$ cat config.mk
export PLATFORM = sky130hd
export DESIGN_NAME = prfa_ram
export DESIGN_NICKNAME = d
export VERILOG_FILES = /design/src/hdl/prfa_ram.sv
export SDC_FILE = /design/constraint.sdc
export NUM_CORES = 1
export LEC_CHECK = 0
export BUFFER_PORTS_ARGS = -buffer_cell sky130_fd_sc_hd__buf_2
export CAP_MARGIN = 20
export CORE_MARGIN = 2
export CORE_UTILIZATION = 60
export DETAILED_ROUTE_END_ITERATION = 16
export PLACE_DENSITY = 0.81
export SLEW_MARGIN = 20
export SYNTH_ARGS = -nofsm -noshare
export SYNTH_HDL_FRONTEND = slang
export SYNTH_SLANG_ARGS = --single-unit
$ cat constraint.sdc
create_clock -name clk -period 2.4 [get_ports clk]
set_clock_uncertainty 0.2 [all_clocks]
set_input_delay 0.24 -clock clk [delete_from_list [all_inputs] [get_ports clk]]
set_output_delay 0.24 -clock clk [all_outputs]
set_load 0.005 [all_outputs]
$ cat src/hdl/prfa_ram.sv
// generic simple dual-port ram with registered read
`timescale 1ns / 1ps
`default_nettype none
module prfa_ram #(
  parameter int WIDTH = 8,
  parameter int DEPTH = 16
) (
  input  wire logic                     clk,
  input  wire logic                     we,
  input  wire logic [$clog2(DEPTH)-1:0] waddr,
  input  wire logic [WIDTH-1:0]         wdata,
  input  wire logic [$clog2(DEPTH)-1:0] raddr,
  output logic [WIDTH-1:0]              rdata
);
  logic [WIDTH-1:0] mem [DEPTH];

  always_ff @(posedge clk) begin
    if (we) begin
      mem[waddr] <= wdata;
    end
    rdata <= mem[raddr];
  end
endmodule
`default_nettype wire

==> metrics.cfg <==
[outcome]
status=finished clean

[worst_setup_path]
worstPathArrival_ns=1.75
worstSetupEndpointType=flip-flop
worst_ep_required_time_ns=2.58
cp_slowest_cell=mux4_1
criticalPathCategory=reg2reg
cp-endpoint=rdata[4]
r2r_end=rdata[4]
reg2reg_slack_ns=0.82
rr_worst_depth=3
worstPathCellList=mux4_1 -> a22oi_1 -> nand2_1
crit_path_start_kind=flip-flop
reg2reg_from=mem[9][4]
critPathMaxFanout=1
cpPeakStageDelay_ns=0.50
cp-startpoint=mem[9][4]

[global_routing]
antenna_found_initial=0
grt_usage=0.230
grt_max_degree=33
grt_pass1_vias=2579
grt_pass1_wl_um=15500
globalRoute.totalOverflow=0

[clock_tree]
clkTransAtPathRegs_ns=0.06
cts_tree=done
cts_buffer_depth=2
cts_root_buf=clkbuf_8
cts_hold_buffers=8
clock-sinks=136
numCtsBuffers=17
post_cts_resize_count=0
post_cts_buffers=0
insertion_delay_ns=0.51
h-tree-depth=4

[detailed_routing]
drc=0
avgRoutedWirePerCell_um=24.5
ant_nets=0
vias_per_cell=6.30
first_iter_violations=210
drt_wl_total_um=9980
routed-via-count=2565
firstDrtPassIters=4

[logic_synthesis]
ys_types=19
synth_top_flop_cell=edfxtp_1
synthesis.instances=229
synth_seq_cells=136
synth_top_area_frac=0.747
yosys_warnings=0
syn_area_sq_mm=0.00515
synth.avg_cell_area_sq_um=22.5
synth_edf_count=128
syn_nets=247
synth_area_leaders=edfxtp_1, mux4_2, mux4_1
ys_seq_area_frac=0.778
synth_top_area_cell=edfxtp_1
async_reset_ff_frac=0

[power_and_ir_drop]
p_per_area_mw_per_mm2=882
peakVddDrop_uv=546
p_total_mw=5.41
power.leakage_nw=2.11

[cells_and_area]
seqCellArea_sq_mm=0.00400
final_cells=407
fillers=438
nNetsFinal=307
multi_input_area_sq_mm=0.00106
fin_area_sq_mm=0.00614
synthToLayoutAreaGrowth_pct=19.2
diodes=0
drive_gt1_frac=0.311

[die]
start_util=0.623
core_sq_mm=0.00826
num_rows=33
num_io_pins=26
die_y_um=96.6
die_w_um=96.6
die_area_sq_mm=0.00934

[place]
port_buffers=25
post-place-cells=367
place_hpwl_um=5900
routabilityCongestion=0.762
postPlaceCellArea_sq_mm=0.00548

[timing]
setup_viol=0
layout_min_cycle_time_ns=1.58
fin_tns_setup_ns=0
post-route-period-util=0.657
rsz0062_at_grt=false
finalHoldViolCount=0
holdWs_ns=0.103
clock.fmax_ghz=0.634
slew-limit-headroom=0.464
slew_violations=0
worst_slew_pin_slew_ns=0.802

[hold_path]
hold_class=in2reg

[job]
cap_violations=0

## synth_stat cells (2+ instances only)
| cell type | n |
|---|---|
| nand2_1 | 9 |
| nor3_1 | 4 |
| mux4_2 | 18 |
| mux4_1 | 14 |
| nand3b_1 | 2 |
| buf_2 | 3 |
| buf_6 | 3 |
| nand2b_1 | 2 |
| clkdlybuf4s25_2 | 3 |
| a22oi_1 | 16 |
| nor2_1 | 13 |
| edfxtp_1 | 128 |
| dfxtp_1 | 8 |
## how the worst min path moves through the flow
stage	startpoint	to	slack, ns	cells past startpoint
final	waddr[0]	mem[0][7]	0.10	3
after floorplan	wdata[0]	mem[0][0]	0.14	0
after global routing	waddr[0]	mem[4][3]	0.11	3
after detailed placement	rdata[0]	rdata[0]	0.42	1
after CTS	waddr[0]	mem[0][7]	0.08	3
after global placement	rdata[0]	rdata[0]	0.42	1
## through the flow
stage	util	setup slack, ns
2_1_floorplan	-	0.467
3_5_place_dp	0.663	0.516
5_1_grt	0.743	0.739
3_3_place_gp	0.663	0.511
6_report	0.743	0.823
4_1_cts	0.743	0.829
## per-layer routing
metal	GRT usage	routed length [um]	vias to the layer above
met3	0.0744	824	17
met5	0	0	-
met2	0.362	4960	142
met1	0.311	4030	1315
met4	0.0758	169	0
li1	-	-	1091
## power breakdown
part | leakage, nW | internal (mW) | switching (mW)
sequential | 1.22 | 2.66 | 0.0164
clock | 0.281 | 1.51 | 0.975
combinational | 0.609 | 0.114 | 0.139
total | 2.11 | 4.28 | 1.13
## final cells by class
cell class,instances,share of cell area
Clock inverter,14,0.0247
Tap cell,105,0.0214
Multi-Input combinational cell,83,0.172
Clock buffer,18,0.0697
Timing Repair Buffer,51,0.0595
Sequential cell,136,0.652
## registers in the layout, summed over array words and instances (netlist names)
| signal | flops |
|---|---|
| mem | 128 |
| rdata | 8 |
## worst max-delay path: cells and delay by family, from the launching register on
family	cells	cell delay [ns]
DFF	1	0.35
and+or+nand+nor	1	0.09
muxes	1	0.50
AOI/OAI and AO/OA	1	0.31
## kinds of logic (layout without fill, tap and decap cells)
logic type | count (synthesis) | in the layout | share of synthesized area
AOI/OAI and AO/OA | 16 | 16 | 0.0233
and+or+nand+nor | 35 | 35 | 0.0318
muxes | 32 | 32 | 0.150
DFF | 136 | 136 | 0.778
buffers and inverters | 10 | 83 | 0.0168
## cells in the final DEF (no fill, tap or decap), types with 2 or more instances in the layout
cell,count
edfxtp_1,128
buf_2,25
mux4_2,18
a22oi_1,16
clkbuf_16,16
buf_4,16
mux4_1,14
nor2_1,13
nand2_1,9
dlygate4sd3_1,8
dfxtp_1,8
clkinv_4,6
nor3_1,4
clkinv_2,3
nand3b_1,2
nand2b_1,2
clkbuf_8,2
clkinvlp_4,2
bufinv_16,2
buf_12,2
Note: power is estimated with default switching activity, not from simulation.
